--- src/rtl/qnts_pkg.sv ---
// Package for the queued note tone sequencer.
// Holds queue entry, control structs, opcode constants and the note decoder.
// No dependencies.
package qnts_pkg;

  // Opcode values on the input channel
  localparam logic OP_ENQUEUE = 1'b0;
  localparam logic OP_TICK    = 1'b1;

  // One queued note: code and length in ticks
  typedef struct packed {
    logic [7:0] code;
    logic [7:0] len;
  } qnts_entry_t;

  // Queue command from the sequencer to the cell chain
  typedef struct packed {
    logic push;
    logic pop;
  } qnts_cmd_t;

  // Queue status back to the sequencer
  typedef struct packed {
    logic empty;
    logic full;
  } qnts_status_t;

  // Per-cell load controls
  typedef struct packed {
    logic shift;
    logic load;
  } qnts_cell_ctrl_t;

  // Decoded tone setting
  typedef struct packed {
    logic [13:0] freq;
    logic [7:0]  duty;
    logic        dbl;
  } qnts_tone_t;

  // Top-octave base frequencies, scaled by 2 to the fifth
  function automatic logic [14:0] freq_base(input logic [3:0] n);
    logic [14:0] f;
    case (n)
      4'd0:    f = 15'd16744;
      4'd1:    f = 15'd17740;
      4'd2:    f = 15'd18795;
      4'd3:    f = 15'd19912;
      4'd4:    f = 15'd21096;
      4'd5:    f = 15'd22351;
      4'd6:    f = 15'd23680;
      4'd7:    f = 15'd25088;
      4'd8:    f = 15'd26579;
      4'd9:    f = 15'd28160;
      4'd10:   f = 15'd29834;
      4'd11:   f = 15'd31608;
      default: f = 15'd0;
    endcase
    return f;
  endfunction

  // Decode a note code into frequency, duty and amplitude flag
  function automatic qnts_tone_t decode_note(input logic [7:0] code);
    logic [1:0]  vol;
    logic [2:0]  oct;
    logic [3:0]  n;
    logic [14:0] shifted;
    qnts_tone_t  t;
    vol = code[7:6];
    oct = {1'b0, code[5:4]};
    n   = code[3:0];
    // Notes past the octave wrap into the next one
    if (n >= 4'd12) begin
      n   = n - 4'd12;
      oct = oct + 3'd1;
    end
    shifted = freq_base(n) >> (3'd5 - oct);
    t.freq  = (vol == 2'd0) ? 14'd0 : shifted[13:0];
    t.duty  = (vol == 2'd0) ? 8'd0 : (8'd16 << vol);
    t.dbl   = (vol == 2'd3);
    return t;
  endfunction

endpackage

--- src/rtl/qnts_cell.sv ---
// One storage cell of the note queue chain.
// Depends on qnts_pkg for the entry and control types.
module qnts_cell
  import qnts_pkg::*;
(
  input  logic            clk_i,
  input  qnts_cell_ctrl_t ctrl_i,
  input  qnts_entry_t     next_i,
  input  qnts_entry_t     new_i,
  output qnts_entry_t     data_o
);

  qnts_entry_t data_q;

  // Take the neighbor's entry on a pop, the new entry when this cell is the tail
  always_ff @(posedge clk_i) begin
    if (ctrl_i.shift) begin
      data_q <= next_i;
    end else if (ctrl_i.load) begin
      data_q <= new_i;
    end
  end

  assign data_o = data_q;

endmodule

--- src/rtl/qnts_chain.sv ---
// Note queue built as a row of cells that shift toward the head on a pop.
// Depends on qnts_pkg and qnts_cell.
module qnts_chain
  import qnts_pkg::*;
#(
  parameter int QUEUE_DEPTH = 16
) (
  input  logic         clk_i,
  input  logic         rst_ni,
  input  qnts_cmd_t    cmd_i,
  input  qnts_entry_t  push_data_i,
  output qnts_entry_t  head_o,
  output qnts_status_t status_o
);

  localparam int CntW = $clog2(QUEUE_DEPTH + 1);

  logic [CntW-1:0] count_q, count_d;
  qnts_entry_t     cell_data [QUEUE_DEPTH];

  // Fill count: cells below it hold queued notes, head at cell zero
  always_comb begin
    count_d = count_q;
    if (cmd_i.push) begin
      count_d = count_q + CntW'(1);
    end else if (cmd_i.pop) begin
      count_d = count_q - CntW'(1);
    end
  end

  always_ff @(posedge clk_i or negedge rst_ni) begin
    if (!rst_ni) begin
      count_q <= '0;
    end else begin
      count_q <= count_d;
    end
  end

  // Row of cells, each fed by its right-hand neighbor; the last cell feeds back its own entry
  for (genvar i = 0; i < QUEUE_DEPTH; i++) begin : g_cell
    qnts_cell_ctrl_t ctrl;
    qnts_entry_t     next;

    assign ctrl.shift = cmd_i.pop;
    assign ctrl.load  = cmd_i.push && (count_q == CntW'(i));

    if (i == QUEUE_DEPTH - 1) begin : g_last
      assign next = cell_data[i];
    end else begin : g_mid
      assign next = cell_data[i+1];
    end

    qnts_cell u_cell (
      .clk_i  (clk_i),
      .ctrl_i (ctrl),
      .next_i (next),
      .new_i  (push_data_i),
      .data_o (cell_data[i])
    );
  end

  assign head_o         = cell_data[0];
  assign status_o.empty = (count_q == '0);
  assign status_o.full  = (count_q == CntW'(QUEUE_DEPTH));

  // Checks on the queue control
  a_no_push_pop: assert property (@(posedge clk_i) disable iff (!rst_ni)
    !(cmd_i.push && cmd_i.pop))
    else $error("push and pop in the same cycle");
  a_count_range: assert property (@(posedge clk_i) disable iff (!rst_ni)
    count_q <= CntW'(QUEUE_DEPTH))
    else $error("queue count beyond depth");
  a_pop_nonempty: assert property (@(posedge clk_i) disable iff (!rst_ni)
    cmd_i.pop |-> !status_o.empty)
    else $error("pop from empty queue");
  a_push_notfull: assert property (@(posedge clk_i) disable iff (!rst_ni)
    cmd_i.push |-> !status_o.full)
    else $error("push into full queue");

endmodule

--- src/rtl/queued_note_tone_sequencer_unit.sv ---
// Each accepted input's result is registered in the output register.
// Throughput: one item per cycle while the output side takes each result.
// Queue pops shift the whole cell row in the same cycle, so no item waits on the queue.
// Reset (rst_ni low, asynchronous) empties the queue, clears note, timer and valid.
// Depends on qnts_pkg and qnts_chain.
module queued_note_tone_sequencer_unit
  import qnts_pkg::*;
#(
  parameter int QUEUE_DEPTH = 16
) (
  input  logic        clk_i,
  input  logic        rst_ni,
  input  logic        in_valid_i,
  output logic        in_ready_o,
  input  logic        opcode_i,
  input  logic [7:0]  note_code_i,
  input  logic [7:0]  duration_i,
  input  logic [7:0]  elapsed_ticks_i,
  output logic        out_valid_o,
  input  logic        out_ready_i,
  output logic [13:0] tone_freq_o,
  output logic [7:0]  tone_duty_o,
  output logic        double_amplitude_o,
  output logic [7:0]  playing_note_o,
  output logic [7:0]  remaining_time_o,
  output logic        queue_dropped_o
);

  logic         out_valid_q;
  logic [7:0]   note_q, note_d;
  logic [7:0]   time_q, time_d;
  logic         accept, is_tick;
  logic [8:0]   diff;
  logic [7:0]   cnt_sub, cnt_fin, note_tick;
  qnts_cmd_t    cmd;
  qnts_entry_t  head, push_data;
  qnts_status_t status;
  qnts_tone_t   tone_d, tone_q;
  logic [7:0]   res_note_q, res_time_q;
  logic         dropped_d, dropped_q;

  assign in_ready_o = !out_valid_q || out_ready_i;
  assign accept     = in_valid_i && in_ready_o;
  assign is_tick    = (opcode_i == OP_TICK);

  // Count down the current note, saturating at zero
  assign diff    = {1'b0, time_q} - {1'b0, elapsed_ticks_i};
  assign cnt_sub = (time_q == 8'd0 || diff[8]) ? 8'd0 : diff[7:0];

  // Enqueue notes, and on a tick start the next queued note when time is used up
  always_comb begin
    cmd.push       = accept && !is_tick && !status.full;
    cmd.pop        = accept && is_tick && (cnt_sub == 8'd0) && !status.empty;
    push_data.code = note_code_i;
    push_data.len  = duration_i;
    cnt_fin        = cmd.pop ? head.len : cnt_sub;
    if (cnt_fin == 8'd0) begin
      note_tick = 8'd0;
    end else if (cmd.pop) begin
      note_tick = head.code;
    end else begin
      note_tick = note_q;
    end
    note_d    = is_tick ? note_tick : note_q;
    time_d    = is_tick ? cnt_fin : time_q;
    dropped_d = !is_tick && status.full;
    tone_d    = decode_note(note_d);
  end

  qnts_chain #(
    .QUEUE_DEPTH (QUEUE_DEPTH)
  ) u_chain (
    .clk_i       (clk_i),
    .rst_ni      (rst_ni),
    .cmd_i       (cmd),
    .push_data_i (push_data),
    .head_o      (head),
    .status_o    (status)
  );

  // Sequencer state and output valid
  always_ff @(posedge clk_i or negedge rst_ni) begin
    if (!rst_ni) begin
      note_q      <= 8'd0;
      time_q      <= 8'd0;
      out_valid_q <= 1'b0;
    end else begin
      if (accept) begin
        note_q <= note_d;
        time_q <= time_d;
      end
      if (accept) begin
        out_valid_q <= 1'b1;
      end else if (out_ready_i) begin
        out_valid_q <= 1'b0;
      end
    end
  end

  // Hold the result until it is taken
  always_ff @(posedge clk_i) begin
    if (accept) begin
      tone_q     <= tone_d;
      res_note_q <= note_d;
      res_time_q <= time_d;
      dropped_q  <= dropped_d;
    end
  end

  assign out_valid_o        = out_valid_q;
  assign tone_freq_o        = tone_q.freq;
  assign tone_duty_o        = tone_q.duty;
  assign double_amplitude_o = tone_q.dbl;
  assign playing_note_o     = res_note_q;
  assign remaining_time_o   = res_time_q;
  assign queue_dropped_o    = dropped_q;

  // Checks on the sequencer
  a_idle_silent: assert property (@(posedge clk_i) disable iff (!rst_ni)
    (time_q == 8'd0) |-> (note_q == 8'd0))
    else $error("note left sounding with no time");
  a_out_silent: assert property (@(posedge clk_i) disable iff (!rst_ni)
    (out_valid_q && remaining_time_o == 8'd0) |-> (tone_freq_o == 14'd0))
    else $error("tone reported with no time left");
  a_drop_enqueue: assert property (@(posedge clk_i) disable iff (!rst_ni)
    (accept && is_tick) |=> !queue_dropped_o)
    else $error("drop flag on a tick result");

endmodule
--- config.mk ---
export PLATFORM = sky130hd
export DESIGN_NAME = queued_note_tone_sequencer_unit
export DESIGN_NICKNAME = d
export VERILOG_FILES = /design/src/rtl/qnts_pkg.sv /design/src/rtl/qnts_cell.sv /design/src/rtl/qnts_chain.sv /design/src/rtl/queued_note_tone_sequencer_unit.sv
export SDC_FILE = /design/constraint.sdc
export NUM_CORES = 1
export LEC_CHECK = 0
export BUFFER_PORTS_ARGS = -buffer_cell sky130_fd_sc_hd__buf_2
export CAP_MARGIN = 20
export CORE_MARGIN = 2
export CORE_UTILIZATION = 61
export CTS_CLUSTER_SIZE = 14
export DETAILED_ROUTE_END_ITERATION = 10
export GPL_ROUTABILITY_DRIVEN = 0
export PLACE_DENSITY = 0.79
export SLEW_MARGIN = 10
export SYNTH_ARGS = -nofsm -noshare
export SYNTH_HDL_FRONTEND = slang
export SYNTH_SLANG_ARGS = --single-unit
--- constraint.sdc ---
create_clock -name clk_i -period 6.3 [get_ports clk_i]
set_clock_uncertainty 0.05 [all_clocks]
set_input_delay 0.315 -clock clk_i [delete_from_list [all_inputs] [get_ports clk_i]]
set_output_delay 0.315 -clock clk_i [all_outputs]
set_load 0.05 [all_outputs]
==> flow_results.org, run 1 <==
** Logic synthesis
- Primary FF master, synth :: sky130_fd_sc_hd__edfxtp_1
- Sequential elements use 66.25% of the synthesized area.
- Number of distinct library cells after synthesis :: 79
- Counting flops with an async set or reset pin after synthesis yields a share of 7.006%.
- Netlist area before placement :: 14,070 µm²
- A synthesized cell averages 11.08 µm².
- Gate Count Post-Synth :: 1,270
- Flop and latch count out of synthesis :: 314
- Yosys mapped a number of flops with a built-in enable equal to 292.
- Yosys warnings :: 0

** Critical path
- The worst setup path is launched from a flop.
- Critical Path, Cell by Cell :: inv_1, ha_1, fa_1, nor2b_1, o21a_1, a41oi_2, nor2_1, o32ai_4, a32oi_4, inv_2, ha_1, mux2i_1, buf_4, nand2_1, o221ai_1, a21oi_1
- CP Class :: flop to flop
- Top delay family on crit path :: compound AO/OA/AOI/OAI gates
- Element type at the critical path end :: flop
- Reg2reg setup slack :: 1040 ps
- In this run the critical register-to-register path is captured at tone_freq_o[0].
- R2r startpoint :: time_q[0]
- Worst Reg2Reg Path Length in Cells :: 16
- For the worst setup path, the data required time is 6560 ps.
- CP max stage cell :: sky130_fd_sc_hd__a32oi_4
- Count of buffer and inverter cells on the critical path :: 3
- STA puts the critical path data arrival time at 5510 ps.
- Along the worst path, the maximum fanout reaches 17.
- For this run, the slowest stage of the critical path takes 580 ps.
- The most numerous cell type found on the critical path is sky130_fd_sc_hd__ha_1.

** Layout
- Area growth from synthesis to final layout :: 12.87%
- Most frequent cells in the layout :: 541 x sky130_fd_sc_hd__nand2_1, 292 x sky130_fd_sc_hd__edfxtp_1, 66 x sky130_fd_sc_hd__buf_2
- Cells fill 70.13% of the core in the end.
- Most frequent standard cell in the layout excluding fill and tap cells :: sky130_fd_sc_hd__nand2_1
- Ant diodes :: 0
- In the final design database the tool counted 1,392 nets.
- Fraction of layout cells with a size suffix above 1 :: 12.23%

** Timing
- Setup repair after global routing left no endpoint under its margin.
- Setup-failing EPs final :: 0
- Based on the critical path, the design can be clocked at up to 190.1 MHz.
- Final number of hold-violating endpoints :: 0
- Summed negative setup slack over all endpoints :: 0 ps
- Of the available clock period, the critical path in the final layout requires 83.48%.
- At the pin with the least slew margin, the transition time is 1071 ps.
- Worst slew margin relative to its limit :: 28.61%
- The number of pins with negative max-slew slack in the final report was 0.
- Post-route minimum period :: 5259 ps

** Clocking
- Buffer type at the clock tree root :: sky130_fd_sc_hd__clkbuf_16
- Deepest level of the CTS H-tree :: 1
- Clock latency at the later pin of the worst-skew pair :: 570 ps
- CTS saw 314 sinks.
- Buffers inserted during clock tree synthesis total 31.
- Number of buffers added for setup after CTS :: 0
- After clock tree synthesis, the clock-pin slew on the worst setup and hold paths is 60 ps.
- TritonCTS built the clock tree.
- # resized after CTS :: 0
- CTS Buffer Depth :: 3
- Buffers inserted to repair hold after CTS numbered 19.

** Global route
- Entering global routing, the biggest net connects 254 pins.
- First-pass GRT wire length :: 46.53 mm
- Total grt overflow :: 0
- In the global route stage, overall resource usage came out at 23.60%.
- The number of global-route vias before repair came to 9,476.
- The number of antenna violations at the first check in global routing is 0.

** Power
- The completed layout was analyzed and its total power is 6.489 mW.
- Switching share of power :: 32.65%
- Share of power burned in combinational logic :: 27.2%
- Summed over all cells, the static leakage comes to 6.193 nW.
- Share of power burned in registers :: 43.8%
- Summed over all nets, the switching power comes to 2.119 mW.
- IR analysis of the VDD net gives a maximum drop of 0.3093 mV.
- The share of total power dissipated in the clock network is 29.0%.
- Pwr/cell area :: 408.7 nW/µm²
- Internal portion of total power :: 4.371 mW

** Routing
- After detailed routing, the average wire length per cell comes to 16.93 µm.
- In the routed layout, each cell is associated on average with a via count of 5.831.
- Total via count after detailed routing :: 9,627
- In this run the remaining antenna-violating nets after routing total 0.
- After detailed routing, the number of remaining DRC violations is 0.
- For this run, the detailed router's first-pass iteration total came to 5.
- For this block, the initial DRC count from the detailed router was 790.
- After detailed routing, the total wire length is 27.95 mm.

** Die
- 71 I/O pins were placed.
- After floorplanning, the core was divided into 55 placement rows.
- Placeable core region :: 22,640 µm²
- Width of the die :: 155.9 µm
- The die is 155.9 µm tall.
- Die outline area :: 24,290 µm²
- For this configuration, the core starts out at a cell density of 62.13%.

** Placed design
- DP Wirelength :: 18.07 mm
- The count of buffers added on input and output ports is 66.

** Min path
- The path class of the tightest hold or removal check is primary input to flop.
- Worst hold path stage count :: 2
- For hold timing, the worst endpoint is queue_dropped_o.
- Hold Crit Start :: opcode_i

** Run
- # Max-Cap Violations :: 0

** Outcome
- Outcome :: complete, no violations
==> flip-flops by register name, summed over array words and instances (netlist names) <==
name and flops:
u_chain.g_cell.u_cell.data_o 256, playing_note_o 8, out_valid_o 1, queue_dropped_o 1, remaining_time_o 8, double_amplitude_o 1
tone_duty_o 4, u_chain.count_q 5, note_q 8, tone_freq_o 14, time_q 8
==> kinds of logic (layout without fill, tap and decap cells) <==
kind of cell             Yosys count  after routing  synth area share, %
adder cells (fa/ha/maj)           21             21                1.921
multiplexers                      15             15                1.147
AND/OR/NAND/NOR                  654            654                18.89
XOR/XNOR                           8              8               0.4980
buffers and inverters             96            188                2.793
other                              1              5              0.02666
AO/OA/AOI/OAI                    161            161                8.477
flip-flops                       314            314                66.25
==> through the flow <==
stage,setup slack [ps],instance area [µm²],instances,hold slack [ps]
2_1_floorplan,1843,14080,1274,-30.59
3_3_place_gp,1352,14640,1575,285.7
3_5_place_dp,1186,14640,1575,286.4
4_1_cts,1171,15880,1651,133.9
5_1_grt,680.1,15880,1651,172.9
6_report,1041,15880,1651,173.0
==> worst reg2reg max path: stages (launching register included) <==
cell and delay (ps):
sky130_fd_sc_hd__dfrtp_1 340, sky130_fd_sc_hd__inv_1 70, sky130_fd_sc_hd__ha_1 220, sky130_fd_sc_hd__fa_1 420
sky130_fd_sc_hd__nor2b_1 240, sky130_fd_sc_hd__o21a_1 220, sky130_fd_sc_hd__a41oi_2 260, sky130_fd_sc_hd__nor2_1 500
sky130_fd_sc_hd__o32ai_4 230, sky130_fd_sc_hd__a32oi_4 580, sky130_fd_sc_hd__inv_2 260, sky130_fd_sc_hd__ha_1 400
sky130_fd_sc_hd__mux2i_1 560, sky130_fd_sc_hd__buf_4 290, sky130_fd_sc_hd__nand2_1 80, sky130_fd_sc_hd__o221ai_1 230
sky130_fd_sc_hd__a21oi_1 60
==> area by class of cell <==
class	instances	area, µm²
timing repair buffer	103	668.1
clock buffer	34	787.0
clock inverter	23	260.3
tap	285	356.6
multi-input combinational	864	4382
fill	1584	6763
inverter	28	105.1
sequential	314	9319
==> cells in the mapped netlist (all sizes together) (5+ instances only) <==
library cell	instances	area, µm²
a221oi	5	43.79
or3	7	48.80
ha	20	250.2
o21a	11	90.08
inv	28	105.1
edfxtp	292	8768
o22ai	7	43.79
a22oi	6	45.04
a311oi	5	43.79
nor2	45	176.4
nand3	7	40.04
dfrtp	22	550.5
o21ai	45	236.5
mux2i	6	60.06
o211ai	5	42.54
buf	11	73.82
nor3	15	80.08
a211oi	9	67.56
or4	6	48.80
mux2	9	101.4
a21oi	25	132.6
nand2b	9	58.81
clkbuf	57	214.0
nand2	541	2031
==> how the worst max path moves through the flow <==
stage          slack (ps)  cells after the start        endpoint          startpoint
6_report             1040                     16  tone_freq_o[0]           time_q[0]
5_1_grt               680                     16  tone_freq_o[0]           time_q[0]
2_1_floorplan        1840                     17  tone_freq_o[3]           time_q[0]
4_1_cts              1170                     16  tone_freq_o[0]           time_q[0]
3_5_place_dp         1190                     16  tone_freq_o[0]  elapsed_ticks_i[0]
3_3_place_gp         1350                     16  tone_freq_o[0]  elapsed_ticks_i[0]
==> layer usage <==
layer  global-route usage [%]  wire length, µm
met1                    30.52            11470
met2                    41.32            14200
met3                    3.361             1474
met4                    7.951              803
met5                        0                0
==> power groups by stage <==
stage / sequential [mW] / clock, mW / combinational (mW)
floorplan: 2.98 / 0 / 1.19
global placement: 2.86 / 0 / 1.66
detailed placement: 2.88 / 0 / 1.72
CTS: 2.84 / 1.91 / 1.74
global route: 2.87 / 1.99 / 1.95
finish: 2.84 / 1.88 / 1.76
No activity file was read; power rests on OpenSTA's default activity.
==> run 2: changes to the inputs <==
- clock period: 6.3 -> 5.2 ns (I/O delays scaled with it)
==> run 2 against run 1 <==
Non-clock buffer count is 8 higher. Critical path depth unchanged. Largest power group unchanged. Sequential power rose by 21%. Worst setup slack worse by 800 ps. Critical endpoint is now tone_freq_o[3]. Cell area rose by 0.17%. Worst hold slack worse by 82 ps. Largest cell class unchanged. Die area is the same. First-iteration DRC count is 8.0% lower. Utilization rose by 0.12 points. Combinational power rose by 24%.
==> flow_results.org, run 2 (synthesized netlist as in run 1, its figures left out) <==
** Outcome
- Outcome :: complete, no violations

** Routing
- The detailed router put a total of 11.21 mm of wire on met1.
- Signal routing reaches up to met4.
- Overall routed net length :: 28.32 mm
- Total via count after detailed routing :: 9,695
- Detailed-routed wire length on met2 :: 14.62 mm
- First-pass DRT Iterations :: 5
- In this run, the number of DRC markers left after iteration 0 of detailed routing was 727.
- Number of nets still failing antenna checks after routing :: 0
- Dividing the detail-routed via count by the number of cells gives 5.840.
- Metal3 WL :: 1.577 mm
- Routed length per instance :: 17.06 µm
- Number of design rule violations left after detail routing :: 0

** Layout
- The register with the most flip-flops in the layout has 256 of them.
- Most frequent cells in the layout :: 541 x sky130_fd_sc_hd__nand2_1, 292 x sky130_fd_sc_hd__edfxtp_1, 66 x sky130_fd_sc_hd__buf_2
- Leaving out fill and tap cells, the most frequent cell in the layout is sky130_fd_sc_hd__nand2_1.
- Compared with the post-synthesis result, the final layout area differs by 13.06%.
- Of the cells placed in the final design, the portion with a size suffix greater than 1 is 12.51%.
- Final Net Count :: 1,400
- Area of all placed cells without fillers :: 15,900 µm²
- Final Non-Filler Cells :: 1,660
- The filler cells instantiated in the layout total 1,601.
- The repair_antennas step left the layout with diodes totalling 0.

** Die
- Effective utilization at floorplan :: 62.13%
- Placeable core region :: 22,640 µm²
- Width of the die :: 155.9 µm
- Standard-cell row count :: 55
- The floorplan step defined a die boundary enclosing 24,290 µm².
- Number of top-level design ports :: 71
- The die is 155.9 µm tall.

** Power
- Combinational logic burns 27.9% of the power.
- Leak Pwr :: 6.203 nW
- VDD sags by at most 0.3721 mV.
- Power spread over the standard cell area amounts to 492.9 nW/µm².
- Psw :: 2.591 mW
- Internal portion of total power :: 5.248 mW
- Share of power burned in registers :: 43.9%
- Of the total power, the share spent switching nets is 33.05%.
- Part of the total power dissipated in the clock network :: 28.2%

** Timing
- The number of hold violations in the final report is 0.
- Final worst setup slack :: 238.9 ps
- Measured against its own limit, the worst slew margin works out to 30.79%.
- Subtracting the final worst setup slack from the clock period gives 4961 ps.
- RSZ-0062 raised after global routing :: false
- Setup-failing EPs final :: 0
- Transition time at the pin with the least slew margin :: 1038 ps
- The number of pins with negative max-slew slack in the final report is 0.
- Fmax :: 201.6 MHz
- Period utilisation layout :: 95.41%
- Summed over all failing endpoints, the final setup total negative slack is 0 ps.

** Global route
- Entering global routing, the biggest net connects 254 pins.
- Global-route usage over all layers :: 23.94%
- Summed over all layers, the global routing overflow is 0.
- First-pass GRT wire length :: 46.91 mm
- Via count of the first global-routing pass :: 9,532
- Number of antenna violations at the first check in global routing :: 0

** Clocking
- Clock tree synthesis found a total of 314 sinks.
- After clock tree synthesis, the clock-pin slew on the worst setup and hold paths is 60 ps.
- Buffer type at the clock tree root :: sky130_fd_sc_hd__clkbuf_16
- CTS Buffer Depth :: 3
- TritonCTS clock tree :: built
- In this run the number of H-tree levels came out at 1.
- Number of clock buffers inserted by TritonCTS :: 31
- For the worst-skew pair, the clock arrives at the later sink with an insertion delay of 570 ps.

** Critical path
- The signal on the critical path passes through inv_1, ha_1, fa_1, nor2b_1, o21a_1, a21oi_1, or4_1, o32ai_4, a32o_1, ha_1, inv_1, a21oi_2, o311a_1, a2111oi_4, a21oi_1, nor3_1.
- CP max stage cell :: sky130_fd_sc_hd__or4_1
- The worst setup path is captured at a flop.
- The setup check on the worst reg-to-reg path leaves a slack of 240 ps.
- In this design, the stage delay of the slowest critical-path cell is 680 ps.
- For the worst setup path, the data arrival time is 5300 ps.
- Endpoint required time on the critical path :: 5540 ps
- Nature of the critical path startpoint :: flop
- CP Max Fanout :: 7
- Critical path origin :: time_q[0]
- By startpoint and endpoint, the worst setup path is classified as flop to flop.
- R2r startpoint :: time_q[0]

** Placed design
- DP Wirelength :: 18.45 mm
- Placed cell areas :: 14,700 µm²
- In this run the tool buffered the top-level ports with 66 buffer cells.
- In this run, placement finished with an instance count of 1,583.
- Worst Setup Slack post-DPL :: 365.9 ps

** Run
- Max-cap violations in this run came to 0.

** Min path
- Hold Crit Start :: opcode_i
- Class of the most critical hold timing path :: primary input to flop
run 2: changes by cell type in the layout (fill, tap and decap cells not counted), sizes merged:
cell    previous run  this run
bufinv             5         3
buf               84        92
clkinv            15        13
clkbuf            34        39
run 2: cell type report:
| cell class | count | area (µm²) | area share [%] |
|---|---|---|---|
| timing repair buffer | 111 | 728.2 | 4.579 |
| clock inverter | 19 | 183.9 | 1.156 |
| multi-input combinational | 864 | 4385 | 27.57 |
| sequential | 314 | 9319 | 58.59 |
| inverter | 28 | 105.1 | 0.6608 |
| clock buffer | 39 | 825.8 | 5.192 |
| tap | 285 | 356.6 | 2.242 |
run 2: path summary, 6_finish.rpt:
kind / endpoint / cells after the start
min in group asynchronous: time_q[3] / 2
worst max register to register: tone_freq_o[3] / 16
worst min-delay path: queue_dropped_o / 2
max in group asynchronous: note_q[5] / 2
worst max-delay path: tone_freq_o[3] / 16
worst min register to register: note_q[7] / 2
run 2: per-stage QoR:
| step | total power, mW | util, % | hold slack (ps) |
|---|---|---|---|
| after detailed placement | 5.613 | 64.93 | 227.0 |
| after global placement | 5.505 | 64.93 | 220.7 |
| after CTS | 7.839 | 70.23 | 53.91 |
| after floorplan | 5.049 | - | -85.59 |
| after global routing | 8.205 | 70.25 | 110.3 |
| final | 7.839 | 70.25 | 91.14 |
run 2: routing by layer:
layer / global-route usage (%) / vias up
li1: - / 4590
met1: 30.52 / 4638
met2: 42.54 / 372
met3: 3.417 / 95
met4: 7.820 / 0
met5: 0 / -
run 2: what timing repair did:
item / 4_1_cts / 5_1_grt
resized for setup: 0 / 1
hold endpoints to repair: 39 / 0
hold buffers: 19 / 0
buffers inserted: 0 / 0
endpoints found under the setup margin: 0 / 1
run 2: power groups by stage:
stage | clock [mW] | combinational [mW] | sequential [mW]
finish | 2.21 | 2.19 | 3.44
detailed placement | 0 | 2.12 | 3.49
global route | 2.34 | 2.39 | 3.48
floorplan | 0 | 1.44 | 3.61
global placement | 0 | 2.04 | 3.47
CTS | 2.24 | 2.15 | 3.44
run 2: critical path: cells and delay by family, from the launching register on:
family | cells | cell delay (ps)
compound gates | 8 | 2120
simple gates | 3 | 1120
fa+ha+maj | 3 | 930
flops | 1 | 340
buf+inv | 2 | 220
